`src/hdl/ata_pio_command_sequencer_defines.svh`:
```
// Assertion macros for the ATA PIO command sequencer.
// No dependencies; taken in by files that carry concurrent checks.
`ifndef ATA_PIO_COMMAND_SEQUENCER_DEFINES_SVH
`define ATA_PIO_COMMAND_SEQUENCER_DEFINES_SVH
`ifndef ASSERT_OFF
// Same-cycle implication, disabled while in reset
`define APCS_ASSERT_IMP(lbl, clk, rstn, ante, cons) \
  lbl: assert property (@(posedge clk) disable iff (!rstn) (ante) |-> (cons)) \
    else $error("apcs check failed");
// Next-cycle implication, disabled while in reset
`define APCS_ASSERT_NXT(lbl, clk, rstn, ante, cons) \
  lbl: assert property (@(posedge clk) disable iff (!rstn) (ante) |=> (cons)) \
    else $error("apcs check failed");
`else
`define APCS_ASSERT_IMP(lbl, clk, rstn, ante, cons)
`define APCS_ASSERT_NXT(lbl, clk, rstn, ante, cons)
`endif
`endif

```
`src/hdl/apcs_pkg.sv`:
```
// Shared types, codes and constants of the ATA PIO command sequencer.
// No dependencies; imported by every module of the block.
package apcs_pkg;

  // Sizes
  localparam int WORDS_PER_SECTOR = 256;
  localparam int SETTLE_READS     = 4;
  localparam int WORD_W           = $clog2(WORDS_PER_SECTOR + 1);
  localparam int RES_MAX          = 6;
  localparam int CNT_W            = $clog2(RES_MAX + 1);

  // Task-file register offsets
  localparam logic [2:0] PORT_DATA  = 3'd0;
  localparam logic [2:0] PORT_COUNT = 3'd2;
  localparam logic [2:0] PORT_LBA0  = 3'd3;
  localparam logic [2:0] PORT_LBA1  = 3'd4;
  localparam logic [2:0] PORT_LBA2  = 3'd5;
  localparam logic [2:0] PORT_DRIVE = 3'd6;
  localparam logic [2:0] PORT_CMD   = 3'd7;

  // Drive select and command bytes
  localparam logic [7:0] DRV_MASTER = 8'hE0;
  localparam logic [7:0] DRV_SLAVE  = 8'hF0;
  localparam logic [7:0] FL_MASTER  = 8'hA0;
  localparam logic [7:0] FL_SLAVE   = 8'hB0;
  localparam logic [7:0] CMD_READ   = 8'h20;
  localparam logic [7:0] CMD_WRITE  = 8'h30;
  localparam logic [7:0] CMD_FLUSH  = 8'hE7;

  // Status bits
  localparam int ST_BSY_BIT = 7;
  localparam int ST_ERR_BIT = 0;

  typedef enum logic [1:0] {
    KIND_START  = 2'd0,
    KIND_STATUS = 2'd1,
    KIND_DATA   = 2'd2,
    KIND_HOST   = 2'd3
  } kind_t;

  typedef enum logic [1:0] {
    OP_READ  = 2'd0,
    OP_WRITE = 2'd1,
    OP_FLUSH = 2'd2,
    OP_BAD   = 2'd3
  } op_t;

  typedef enum logic [1:0] {
    ACT_WRITE = 2'd0,
    ACT_READ  = 2'd1,
    ACT_HOST  = 2'd2,
    ACT_DONE  = 2'd3
  } act_t;

  typedef enum logic [3:0] {
    PH_IDLE   = 4'd0,
    PH_SELECT = 4'd1,
    PH_CMD    = 4'd2,
    PH_RDATA  = 4'd3,
    PH_WDATA  = 4'd4,
    PH_SECTOR = 4'd5,
    PH_FLUSH  = 4'd6
  } phase_t;

  // What one input item does to the sequencer
  typedef enum logic [3:0] {
    EV_NONE,
    EV_BAD_OP,
    EV_FLUSH,
    EV_SELECT,
    EV_ISSUE,
    EV_POLL,
    EV_FLUSH_OK,
    EV_FAIL,
    EV_SEL_OK,
    EV_DONE,
    EV_SECTOR,
    EV_RD_WORD,
    EV_WR_WORD
  } event_t;

  typedef struct packed {
    kind_t        kind;
    op_t          op;
    logic         drv;
    logic [23:0]  addr;
    logic [7:0]   count;
    logic [15:0]  resp;
    logic [15:0]  host;
  } item_t;

  typedef struct packed {
    phase_t              phase;
    logic [7:0]          last_sel;
    op_t                 cur_op;
    logic                cur_drv;
    logic [23:0]         addr;
    logic [7:0]          sectors;
    logic [WORD_W-1:0]   words;
    logic [2:0]          ign;
  } state_t;

  typedef struct packed {
    act_t         action;
    logic [2:0]   port;
    logic [15:0]  value;
    logic         failed;
  } res_t;

  function automatic res_t mk_res(act_t a, logic [2:0] p, logic [15:0] v, logic f);
    res_t r;
    r.action = a;
    r.port   = p;
    r.value  = v;
    r.failed = f;
    return r;
  endfunction

endpackage

```
`src/hdl/apcs_step.sv`:
```
// Single-pass decode, next-state and result list for one input item.
// Depends on apcs_pkg.
module apcs_step
  import apcs_pkg::*;
(
  input  state_t                  st_i,
  input  item_t                   item_i,
  output state_t                  st_o,
  output res_t [RES_MAX-1:0]      list_o,
  output logic [CNT_W-1:0]        n_o
);

  event_t            ev;
  logic [7:0]        st_byte;
  logic              bsy;
  logic              err;
  logic [7:0]        start_code;
  logic [7:0]        kept_code;
  logic [7:0]        sect_dec;
  logic [WORD_W-1:0] word_dec;
  logic              word_end;

  assign st_byte    = item_i.resp[7:0];
  assign bsy        = st_byte[ST_BSY_BIT];
  assign err        = st_byte[ST_ERR_BIT];
  assign start_code = item_i.drv ? DRV_SLAVE : DRV_MASTER;
  assign kept_code  = st_i.cur_drv ? DRV_SLAVE : DRV_MASTER;
  assign sect_dec   = (st_i.sectors != 8'd0) ? st_i.sectors - 8'd1 : st_i.sectors;
  assign word_dec   = (st_i.words != '0) ? st_i.words - WORD_W'(1) : st_i.words;
  assign word_end   = (word_dec == '0);

  // Event decode
  always_comb begin
    ev = EV_NONE;
    unique case (item_i.kind)
      KIND_START: begin
        if (st_i.phase == PH_IDLE) begin
          priority if (item_i.op == OP_BAD) ev = EV_BAD_OP;
          else if (item_i.op == OP_FLUSH)   ev = EV_FLUSH;
          else if (start_code != st_i.last_sel) ev = EV_SELECT;
          else ev = EV_ISSUE;
        end
      end
      KIND_STATUS: begin
        if (st_i.phase == PH_SELECT || st_i.phase == PH_CMD ||
            st_i.phase == PH_SECTOR || st_i.phase == PH_FLUSH) begin
          priority if (st_i.ign != 3'd0 || bsy) ev = EV_POLL;
          else if (st_i.phase == PH_FLUSH) ev = EV_FLUSH_OK;
          else if (err) ev = EV_FAIL;
          else if (st_i.phase == PH_SELECT) ev = EV_SEL_OK;
          else if (st_i.phase == PH_CMD) ev = (st_i.sectors == 8'd0) ? EV_DONE : EV_SECTOR;
          else ev = (sect_dec == 8'd0) ? EV_DONE : EV_SECTOR;
        end
      end
      KIND_DATA: begin
        if (st_i.phase == PH_RDATA) ev = EV_RD_WORD;
      end
      KIND_HOST: begin
        if (st_i.phase == PH_WDATA) ev = EV_WR_WORD;
      end
      default: ev = EV_NONE;
    endcase
  end

  // Next state
  always_comb begin
    st_o = st_i;
    unique case (ev)
      EV_BAD_OP, EV_FLUSH_OK, EV_FAIL: st_o.phase = PH_IDLE;
      EV_FLUSH: begin
        st_o.cur_op  = item_i.op;
        st_o.cur_drv = item_i.drv;
        st_o.phase   = PH_FLUSH;
        st_o.ign     = 3'd0;
      end
      EV_SELECT, EV_ISSUE: begin
        st_o.cur_op  = item_i.op;
        st_o.cur_drv = item_i.drv;
        st_o.addr    = item_i.addr;
        st_o.sectors = item_i.count;
        st_o.words   = '0;
        st_o.phase   = (ev == EV_SELECT) ? PH_SELECT : PH_CMD;
        st_o.ign     = (ev == EV_SELECT) ? 3'(SETTLE_READS) : 3'd0;
      end
      EV_POLL: begin
        if (st_i.ign != 3'd0) st_o.ign = st_i.ign - 3'd1;
      end
      EV_SEL_OK: begin
        st_o.last_sel = kept_code;
        st_o.phase    = PH_CMD;
        st_o.ign      = 3'd0;
      end
      EV_DONE: begin
        if (st_i.phase == PH_SECTOR) st_o.sectors = sect_dec;
        st_o.phase = PH_IDLE;
      end
      EV_SECTOR: begin
        if (st_i.phase == PH_SECTOR) st_o.sectors = sect_dec;
        st_o.words = WORD_W'(WORDS_PER_SECTOR);
        st_o.phase = (st_i.cur_op == OP_WRITE) ? PH_WDATA : PH_RDATA;
      end
      EV_RD_WORD, EV_WR_WORD: begin
        st_o.words = word_dec;
        if (word_end) begin
          st_o.phase = PH_SECTOR;
          st_o.ign   = 3'(SETTLE_READS);
        end
      end
      default: st_o = st_i;
    endcase
  end

  // Result list
  always_comb begin
    list_o = '0;
    n_o    = '0;
    unique case (ev)
      EV_BAD_OP, EV_FAIL: begin
        list_o[0] = mk_res(ACT_DONE, 3'd0, 16'd0, 1'b1);
        n_o       = CNT_W'(1);
      end
      EV_FLUSH_OK, EV_DONE: begin
        list_o[0] = mk_res(ACT_DONE, 3'd0, 16'd0, 1'b0);
        n_o       = CNT_W'(1);
      end
      EV_FLUSH: begin
        list_o[0] = mk_res(ACT_WRITE, PORT_DRIVE,
                           {8'd0, (item_i.drv ? FL_SLAVE : FL_MASTER)}, 1'b0);
        list_o[1] = mk_res(ACT_WRITE, PORT_CMD, {8'd0, CMD_FLUSH}, 1'b0);
        list_o[2] = mk_res(ACT_READ, PORT_CMD, 16'd0, 1'b0);
        n_o       = CNT_W'(3);
      end
      EV_SELECT: begin
        list_o[0] = mk_res(ACT_WRITE, PORT_DRIVE, {8'd0, start_code}, 1'b0);
        list_o[1] = mk_res(ACT_READ, PORT_CMD, 16'd0, 1'b0);
        n_o       = CNT_W'(2);
      end
      EV_ISSUE, EV_SEL_OK: begin
        // programmed values come from the updated state in both cases
        list_o[0] = mk_res(ACT_WRITE, PORT_COUNT, {8'd0, st_o.sectors}, 1'b0);
        list_o[1] = mk_res(ACT_WRITE, PORT_LBA0, {8'd0, st_o.addr[7:0]}, 1'b0);
        list_o[2] = mk_res(ACT_WRITE, PORT_LBA1, {8'd0, st_o.addr[15:8]}, 1'b0);
        list_o[3] = mk_res(ACT_WRITE, PORT_LBA2, {8'd0, st_o.addr[23:16]}, 1'b0);
        list_o[4] = mk_res(ACT_WRITE, PORT_CMD,
                           {8'd0, (st_o.cur_op == OP_WRITE) ? CMD_WRITE : CMD_READ},
                           1'b0);
        list_o[5] = mk_res(ACT_READ, PORT_CMD, 16'd0, 1'b0);
        n_o       = CNT_W'(6);
      end
      EV_POLL: begin
        list_o[0] = mk_res(ACT_READ, PORT_CMD, 16'd0, 1'b0);
        n_o       = CNT_W'(1);
      end
      EV_SECTOR: begin
        // writes wait for host words; reads ask for the first data word
        if (st_i.cur_op != OP_WRITE) begin
          list_o[0] = mk_res(ACT_READ, PORT_DATA, 16'd0, 1'b0);
          n_o       = CNT_W'(1);
        end
      end
      EV_RD_WORD: begin
        list_o[0] = mk_res(ACT_HOST, 3'd0, item_i.resp, 1'b0);
        list_o[1] = mk_res(ACT_READ, word_end ? PORT_CMD : PORT_DATA, 16'd0, 1'b0);
        n_o       = CNT_W'(2);
      end
      EV_WR_WORD: begin
        list_o[0] = mk_res(ACT_WRITE, PORT_DATA, item_i.host, 1'b0);
        if (word_end) begin
          list_o[1] = mk_res(ACT_READ, PORT_CMD, 16'd0, 1'b0);
          n_o       = CNT_W'(2);
        end else begin
          n_o       = CNT_W'(1);
        end
      end
      default: n_o = '0;
    endcase
  end

endmodule

```
`src/hdl/apcs_obuf.sv`:
```
// Result buffer: loads a whole result list, shifts it out one per transaction.
// Depends on apcs_pkg.
module apcs_obuf
  import apcs_pkg::*;
(
  input  logic                clk,
  input  logic                rst_n,
  input  logic                load_i,
  input  res_t [RES_MAX-1:0]  list_i,
  input  logic [CNT_W-1:0]    n_i,
  output logic                empty_o,
  output logic                out_tvalid,
  input  logic                out_tready,
  output logic [23:0]         out_tdata,   // port_offset[2:0], value[18:3], failed[19]
  output logic [1:0]          out_tuser,   // action
  output logic                out_tlast
);

  typedef struct packed {
    res_t res;
    logic last;
  } ent_t;

  ent_t             ent_r   [RES_MAX];
  ent_t             ent_nxt [RES_MAX];
  logic [CNT_W-1:0] cnt_r;
  logic [CNT_W-1:0] cnt_nxt;
  logic             pop;

  assign pop     = out_tvalid && out_tready;
  assign empty_o = (cnt_r == '0);

  // Load (only when empty) or shift down on a transaction
  always_comb begin
    cnt_nxt = cnt_r;
    ent_nxt = ent_r;
    if (load_i) begin
      for (int i = 0; i < RES_MAX; i++) begin
        ent_nxt[i].res  = list_i[i];
        ent_nxt[i].last = (CNT_W'(i) == n_i - CNT_W'(1));
      end
      cnt_nxt = n_i;
    end else if (pop) begin
      for (int i = 0; i < RES_MAX - 1; i++) begin
        ent_nxt[i] = ent_r[i+1];
      end
      cnt_nxt = cnt_r - CNT_W'(1);
    end
  end

  always_ff @(posedge clk) begin
    if (!rst_n) begin
      cnt_r <= '0;
    end else begin
      cnt_r <= cnt_nxt;
    end
  end

  always_ff @(posedge clk) begin
    ent_r <= ent_nxt;
  end

  // Head entry drives the port
  assign out_tvalid = !empty_o;
  assign out_tuser  = ent_r[0].res.action;
  assign out_tdata  = {4'd0, ent_r[0].res.failed, ent_r[0].res.value, ent_r[0].res.port};
  assign out_tlast  = ent_r[0].last;

endmodule

```
`src/hdl/ata_pio_command_sequencer.sv`:
```
// An accepted item is held in an input register and processed in the next cycle that
// finds the result buffer empty; its first result shows in the cycle after.
// An item's results drain through the result buffer before the next item is processed;
// the input register takes a new item while the buffer drains only if it is empty.
// Reset (synchronous, rst_n low): phase idle, kept drive code and counters zero,
// input register and result buffer empty.
`include "ata_pio_command_sequencer_defines.svh"
module ata_pio_command_sequencer
  import apcs_pkg::*;
(
  input  logic         clk,
  input  logic         rst_n,
  input  logic         in_tvalid,
  output logic         in_tready,
  input  logic [71:0]  in_tdata,   // operation[1:0], drive_number[2], sector_address[26:3],
                                   // sector_count[34:27], response_value[50:35],
                                   // host_word[66:51]
  input  logic [1:0]   in_tuser,   // kind
  output logic         out_tvalid,
  input  logic         out_tready,
  output logic [23:0]  out_tdata,  // port_offset[2:0], value[18:3], failed[19]
  output logic [1:0]   out_tuser,  // action
  output logic         out_tlast
);

  item_t              item_r;
  logic               in_valid_r;
  logic               in_valid_nxt;
  state_t             st_r;
  state_t             st_nxt;
  res_t [RES_MAX-1:0] list;
  logic [CNT_W-1:0]   n_res;
  logic               obuf_empty;
  logic               proc;
  logic               accept;

  // Input register handshake
  assign proc      = in_valid_r && obuf_empty;
  assign in_tready = !in_valid_r || obuf_empty;
  assign accept    = in_tvalid && in_tready;

  always_comb begin
    in_valid_nxt = in_valid_r;
    if (accept) in_valid_nxt = 1'b1;
    else if (proc) in_valid_nxt = 1'b0;
  end

  always_ff @(posedge clk) begin
    if (!rst_n) begin
      in_valid_r <= 1'b0;
      st_r       <= '{phase: PH_IDLE, cur_op: OP_READ, default: '0};
    end else begin
      in_valid_r <= in_valid_nxt;
      if (proc) st_r <= st_nxt;
    end
  end

  // Payload capture
  always_ff @(posedge clk) begin
    if (accept) begin
      item_r.kind  <= kind_t'(in_tuser);
      item_r.op    <= op_t'(in_tdata[1:0]);
      item_r.drv   <= in_tdata[2];
      item_r.addr  <= in_tdata[26:3];
      item_r.count <= in_tdata[34:27];
      item_r.resp  <= in_tdata[50:35];
      item_r.host  <= in_tdata[66:51];
    end
  end

  apcs_step u_step (
    .st_i   (st_r),
    .item_i (item_r),
    .st_o   (st_nxt),
    .list_o (list),
    .n_o    (n_res)
  );

  apcs_obuf u_obuf (
    .clk        (clk),
    .rst_n      (rst_n),
    .load_i     (proc && (n_res != '0)),
    .list_i     (list),
    .n_i        (n_res),
    .empty_o    (obuf_empty),
    .out_tvalid (out_tvalid),
    .out_tready (out_tready),
    .out_tdata  (out_tdata),
    .out_tuser  (out_tuser),
    .out_tlast  (out_tlast)
  );

  // Checks
  `APCS_ASSERT_NXT(a_last_empties, clk, rst_n, out_tvalid && out_tready && out_tlast, !out_tvalid)
  `APCS_ASSERT_NXT(a_run_continues, clk, rst_n, out_tvalid && out_tready && !out_tlast, out_tvalid)
  `APCS_ASSERT_IMP(a_idle_no_settle, clk, rst_n, st_r.phase == PH_IDLE, st_r.ign == 3'd0)
  `APCS_ASSERT_IMP(a_data_words_left, clk, rst_n,
                   st_r.phase == PH_RDATA || st_r.phase == PH_WDATA, st_r.words != '0)

endmodule

```
`config.mk`:
```
export PLATFORM = sky130hd
export DESIGN_NAME = ata_pio_command_sequencer
export DESIGN_NICKNAME = d
export VERILOG_FILES = /design/src/hdl/apcs_pkg.sv /design/src/hdl/apcs_step.sv /design/src/hdl/apcs_obuf.sv /design/src/hdl/ata_pio_command_sequencer.sv
export VERILOG_INCLUDE_DIRS = /design/src /design/src/hdl
export SDC_FILE = /design/constraint.sdc
export NUM_CORES = 1
export LEC_CHECK = 0
export ABC_AREA = 1
export BUFFER_PORTS_ARGS = -buffer_cell sky130_fd_sc_hd__buf_2
export CAP_MARGIN = 20
export CORE_ASPECT_RATIO = 1.4
export CORE_MARGIN = 5
export CORE_UTILIZATION = 35
export CTS_BUF_LIST = sky130_fd_sc_hd__clkbuf_2
export DETAILED_ROUTE_END_ITERATION = 8
export PLACE_DENSITY_LB_ADDON = 0.3
export SLEW_MARGIN = 20
export SYNTH_ARGS = -nofsm -noshare
export SYNTH_HDL_FRONTEND = slang
export SYNTH_HIERARCHICAL = 1
export SYNTH_SLANG_ARGS = --single-unit
```
`constraint.sdc`:
```
create_clock -name clk -period 8 [get_ports clk]
set_clock_uncertainty 0.05 [all_clocks]
set_input_delay 2 -clock clk [delete_from_list [all_inputs] [get_ports clk]]
set_output_delay 2 -clock clk [all_outputs]
set_load 0.05 [all_outputs]
```
# Word level (Yosys, flattened, before mapping)
# Cells that the tools add are included.
[totals] reg_bits=270 input_bits=78
[classes] add_sub_neg=5 eq_ne=34 mux=50 n_reduce_logical=43
[ops] operator="$mux 115" count=2
[ops] operator="$pmux 22 s9" count=1
[ops] operator="$pmux 21 s5" count=1
[ops] operator="$mux 65" count=1
[ops] operator="$mux 4" count=12
[ops] operator="$mux 21" count=2
[ops] operator="$pmux 21 s2" count=1
[ops] operator="$eq 4x3->1 const B" count=7
[ops] operator="$mux 3" count=9
[ops] operator="$pmux 9 s3" count=1
[ops] operator="$mux 24" count=1
[ops] operator="$pmux 4 s6" count=1
[ops] operator="$eq 4x4->1 const B" count=5
[ops] operator="$mux 5" count=4
[ops] operator="$pmux 3 s6" count=1
[ops] operator="$eq 4x2->1 const B" count=4
[ops] operator="$logic_not 8->1" count=2
[ops] operator="$mux 8" count=2
[ops] operator="$pmux 4 s4" count=1
[ops] operator="$pmux 8 s2" count=1
[ops] operator="$reduce_or 2->1" count=8
[ops] operator="$pmux 3 s4" count=1
[ops] operator="$logic_not 9->1" count=1
[ops] operator="$mux 9" count=1
[ops] operator="other kinds (31)" count=62

# Depth between registers and ports, before layout
[logic_depth] ltp_word=18 ltp_mapped=32 mapped_depth_nobuf=31

# Hierarchy
# Netlist, hierarchy kept.
[by_module_without_submodules] mod="apcs_obuf" n_inst=1 cells_each=570 area_each_um2=6048.3
[by_module_without_submodules] mod="ata_pio_command_sequencer" n_inst=1 cells_each=453 area_each_um2=4556.9
[by_module_without_submodules] mod="apcs_step" n_inst=1 cells_each=613 area_each_um2=3180.6

# Least setup slack after synthesis
# Ideal clock, no wire load.
[synth_timing] path_kind="register to register" startpoint="reg st_r[12] (netlist name)" endpoint="reg u_obuf/ent_r[100] (netlist name) (enable)" setup_ps=480 arrival_ps=6463 t_required_ps=7470 path_slack_ps=1007 path_stages_with_launch=28 period_less_slack_ps=6993 path_cell_list="dfxtp_1 -> inv_1 -> ha_1 -> inv_1 -> nor2_1 -> nand2_1 -> nor2_1 -> nand2_1 -> nand2_1 -> nand2_1 -> nor2_1 -> nand3_1 -> nand2_1 -> nand2_1 -> nand2_1 -> nand2_1 -> nand2_1 -> nand2_1 -> nand2_2 -> nand2_2 -> nor2_1 -> nand2_1 -> nand4_1 -> nor2_1 -> a21oi_1 -> inv_1 -> buf_2 -> nand2_1"
[synth_via] elab_chain_len=17 word_cells_on_any_way=33 classes_between="add/sub (1); eq/ne (12); mux (11); reduce/logical (9)"
[synth_lines] element="start: declaration" line_no="ata_pio_command_sequencer.sv:29" rtl="state_t st_r;"
[synth_lines] element="start signal: assignment" line_no="ata_pio_command_sequencer.sv:54" rtl="if (proc) st_r <= st_nxt;"
[synth_lines] element="$sub 8x1->8 / $reduce_bool 8->1 (equally long branches)" line_no="apcs_step.sv:28" rtl="assign sect_dec = (st_i.sectors != 8'd0) ? st_i.sectors - 8'd1 : st_i.sectors;"
[synth_lines] element="$mux 8" line_no="apcs_step.sv:28"
[synth_lines] element="$logic_not 8->1" line_no="apcs_step.sv:52" rtl="else ev = (sect_dec == 8'd0) ? EV_DONE : EV_SECTOR;"
[synth_lines] element="$mux 2" line_no="apcs_step.sv:52"
[synth_lines] element="$mux 4 (*)" line_no="apcs_step.sv:51" rtl="else if (st_i.phase == PH_CMD) ev = (st_i.sectors == 8'd0) ? EV_DONE : EV_SECTOR;"
[synth_lines] element="$mux 4 (*)" line_no="apcs_step.sv:50" rtl="else if (st_i.phase == PH_SELECT) ev = EV_SEL_OK;"
[synth_lines] element="$mux 4 (*)" line_no="apcs_step.sv:49" rtl="else if (err) ev = EV_FAIL;"
[synth_lines] element="$mux 4 (*)" line_no="apcs_step.sv:48" rtl="else if (st_i.phase == PH_FLUSH) ev = EV_FLUSH_OK;"
[synth_lines] element="[2 not listed]"
[synth_lines] element="$pmux 4 s4 (*)" line_no="apcs_step.sv:35" rtl="unique case (item_i.kind)"
[synth_lines] element="$eq 4x1->1, or another cell as far along" line_no="apcs_step.sv:117" rtl="unique case (ev)"
[synth_lines] element="$reduce_or 5->1 (no source line), or another cell as far along"
[synth_lines] element="$pmux 3 s6 (*)" line_no="apcs_step.sv:117"
[synth_lines] element="named net n_res[0]" line_no="ata_pio_command_sequencer.sv:32" rtl="logic [CNT_W-1:0] n_res;"
[synth_lines] element="$reduce_bool 3->1 (*)" line_no="ata_pio_command_sequencer.sv:82" rtl=".load_i (proc && (n_res != '0)),"
[synth_lines] element="$logic_and 1x1->1 (*)" line_no="ata_pio_command_sequencer.sv:82"
[synth_lines] element="$reduce_bool 2->1 (no source line) (*)"
[synth_lines] element="end signal: assignment" line_no="apcs_obuf.sv:60" rtl="ent_r <= ent_nxt;"
[synth_lines] element="end: declaration" line_no="apcs_obuf.sv:24" rtl="ent_t ent_r [RES_MAX];"
# The timed path passes the listed nets; every way through them passes the cells marked *.
# A chain may end at the register's enable or synchronous reset.

==> flow_summary.ini <==
[setup_path]
crit_path_end_kind = register
crit_arrival_ns = 5.98
crit_slowest_cell = buf_4
r2r-start = st_r[12]
cp-start-kind = register
critical-path-max-stage-delay_ns = 0.80
crit_type = register to register
worstPathMaxFanout = 91
crit_required_ns = 8.52
crit_path_start = st_r[12]
crit_top_cell = nand2_1

[clocking]
insertion_delay_ns = 0.91
cts_made_buffers = 71
cts_tree = built
htree_num_levels = 3
root_buffer = clkbuf_2
cts.path.max_buffers = 3
post_cts_buffers = 0
ctsHoldBuffers = 0
ctsResizeCount = 0
path_clk_slew_ns = 0.12
cts_sinks = 270

[logic_synthesis]
synth_area_leaders = edfxtp_1 45%, nand2_1 18%, dfxtp_1 9.1%
synth_edf_count = 207
synth.distinct_cells = 44
synth.top_cell.area_share_pct = 45.09
ys_seq_elements = 270
yosys_warnings = 6
seq_area_frac_synth_pct = 54.24
synth-async-reset-ratio_pct = 0
netlist_instances = 1636
synth_top_cell_by_area = edfxtp_1
synth_flop_cell = edfxtp_1
syn_area_per_cell_um2 = 8.426
syn_area_um2 = 13790

[drt]
drc = 0
via_per_inst = 4.300
wl_per_cell_um = 12.95
routed_wl_mm = 29.90
drt_iter0_markers = 492
vias = 9924
drt_pass1_iterations = 6
drtAntennaViolNets = 0

[floorplanning]
rows = 86
core_um2 = 39170
die_y_um = 244.8
boundaryPins = 107
fp.dieArea_um2 = 43510
dieWidth_um = 177.7
start_util_pct = 35.20

[grt]
antenna_found_initial = 2
grt_pass1_vias = 9885
grt_pass1_wl_mm = 48.89
overflow = 0
grt_util_all_layers_pct = 13.97
grt_max_degree = 92

[power_and_ir_drop]
power_switching_mw = 2.014
leakage_nw = 7.114
p_clk_share_pct = 21.0
pwr-share-seq_pct = 44.1
vdd_drop_max_mv = 0.1436
combinationalPowerShare_pct = 34.9
fin_total_pwr_mw = 5.030
p_int_mw = 3.016
swShare_pct = 40.04
power_density_nw_per_um2 = 338.5

[layout]
final_common_cell = nand2_1
design_area_um2 = 14860
syn2layout_area_growth_pct = 7.814
multi_input_area_um2 = 4783
final_cell_mix = 645 x nand2_1, 207 x edfxtp_1, 179 x nor2_1
fillers = 4140
nets = 1807
regArea_um2 = 7477
layout-drive-gt1-share_pct = 15.52

[place]
gp_congestion = 0.8527
io_buffer_count = 97
placed_area_um2 = 14130
hpwlAfterDp_mm = 19.17
pre_cts_ws_ns = 2.573

[sta]
period_needed_ns = 5.460
slew_viol_final = 0
tightest_slew_ns = 0.9541
fin_ws_ns = 2.540
finalSetupViolCount = 0
final_hold_viol_count = 0
rsz0062_at_grt = false
period_share_pct = 68.25
setup_tns_ns = 0
slew_headroom_pct = 36.39
fmax_ghz = 0.1831

[job]
maxCapViolCount = 0

[worst_hold_path]
min_from = u_obuf/ent_r[75]
hold_path_class = register to register

[outcome]
outcome = completed
## Yosys cell counts, drive strengths merged (2+ instances only)
| cell type | n |
|---|---|
| conb | 2 |
| ha | 6 |
| nor2 | 188 |
| a21oi | 14 |
| buf | 155 |
| o211ai | 2 |
| o22ai | 4 |
| xor2 | 8 |
| nand3 | 42 |
| clkbuf | 9 |
| inv | 168 |
| nor3 | 12 |
| o21ai | 50 |
| nor4 | 3 |
| nand2 | 653 |
| o31ai | 3 |
| and3 | 2 |
| or2 | 19 |
| nand4 | 9 |
| dfxtp | 63 |
| edfxtp | 207 |
| a22o | 11 |
## through the flow
stage	hold slack (ns)	std cells	util, %
floorplan	0.4093	1705	-
global placement	0.4225	2178	36.09
detailed placement	0.4287	2178	36.09
CTS	0.4032	2306	37.93
global route	0.4059	2308	37.95
finish	0.4288	2308	37.95
## cells by family (layout without fill, tap and decap cells)
family | after synthesis | in the layout | synth area share [%]
compound gates | 88 | 88 | 4.084
xor+xnor | 8 | 8 | 0.5083
fa+ha+maj | 6 | 6 | 0.5445
buf+inv | 333 | 406 | 13.21
flops | 270 | 270 | 54.24
other cells | 2 | 73 | 0.05448
simple gates | 929 | 929 | 27.36
## worst paths after layout
kind                                    endpoint  cells past startpoint  slack, ns
worst max-delay path            u_obuf/ent_r[46]                     29       2.54
worst min-delay path            u_obuf/ent_r[98]                      2       0.43
worst max register to register  u_obuf/ent_r[46]                     29       2.54
worst min register to register  u_obuf/ent_r[98]                      2       0.43
## state kept, by name, summed over array words and instances (netlist names)
signal	count
u_obuf/ent_r	115
st_r	59
u_obuf/out_tuser	2
in_valid_r	1
u_obuf/out_tlast	1
u_obuf/cnt_r	3
u_obuf/out_tdata	20
item_r	69
## critical path: cells and delay by family, from the launching register on
family	cells	cell delay (ns)
AND/OR/NAND/NOR	20	2.35
flip-flops	1	0.36
adder cells (fa/ha/maj)	1	0.22
AO/OA/AOI/OAI	4	0.58
buffers and inverters	4	1.54
## power groups by stage
stage / clock, mW / combinational (mW) / sequential [mW]
floorplan: 0 / 1.49 / 2.26
global placement: 0 / 1.74 / 2.25
detailed placement: 0 / 1.77 / 2.26
CTS: 1.12 / 1.78 / 2.23
global route: 1.19 / 2.00 / 2.26
finish: 1.05 / 1.76 / 2.22
## area by class of cell
| type | count | area share (%) |
|---|---|---|
| clock buffer | 103 | 3.468 |
| timing repair buffer | 109 | 3.872 |
| inverter | 169 | 4.293 |
| antenna | 2 | 0.03367 |
| tap | 528 | 4.445 |
| sequential | 270 | 50.31 |
| clock inverter | 25 | 1.397 |
| multi-input combinational | 1102 | 32.18 |
## routing by layer
| layer | vias up | wire (um) | track usage, % |
|---|---|---|---|
| li1 | 5173 | - | - |
| met1 | 4505 | 12240 | 15.73 |
| met2 | 202 | 15500 | 25.31 |
| met3 | 44 | 1524 | 3.158 |
| met4 | 0 | 634 | 5.691 |
| met5 | - | 0 | 0 |
No activity file was read; power rests on OpenSTA's default activity.
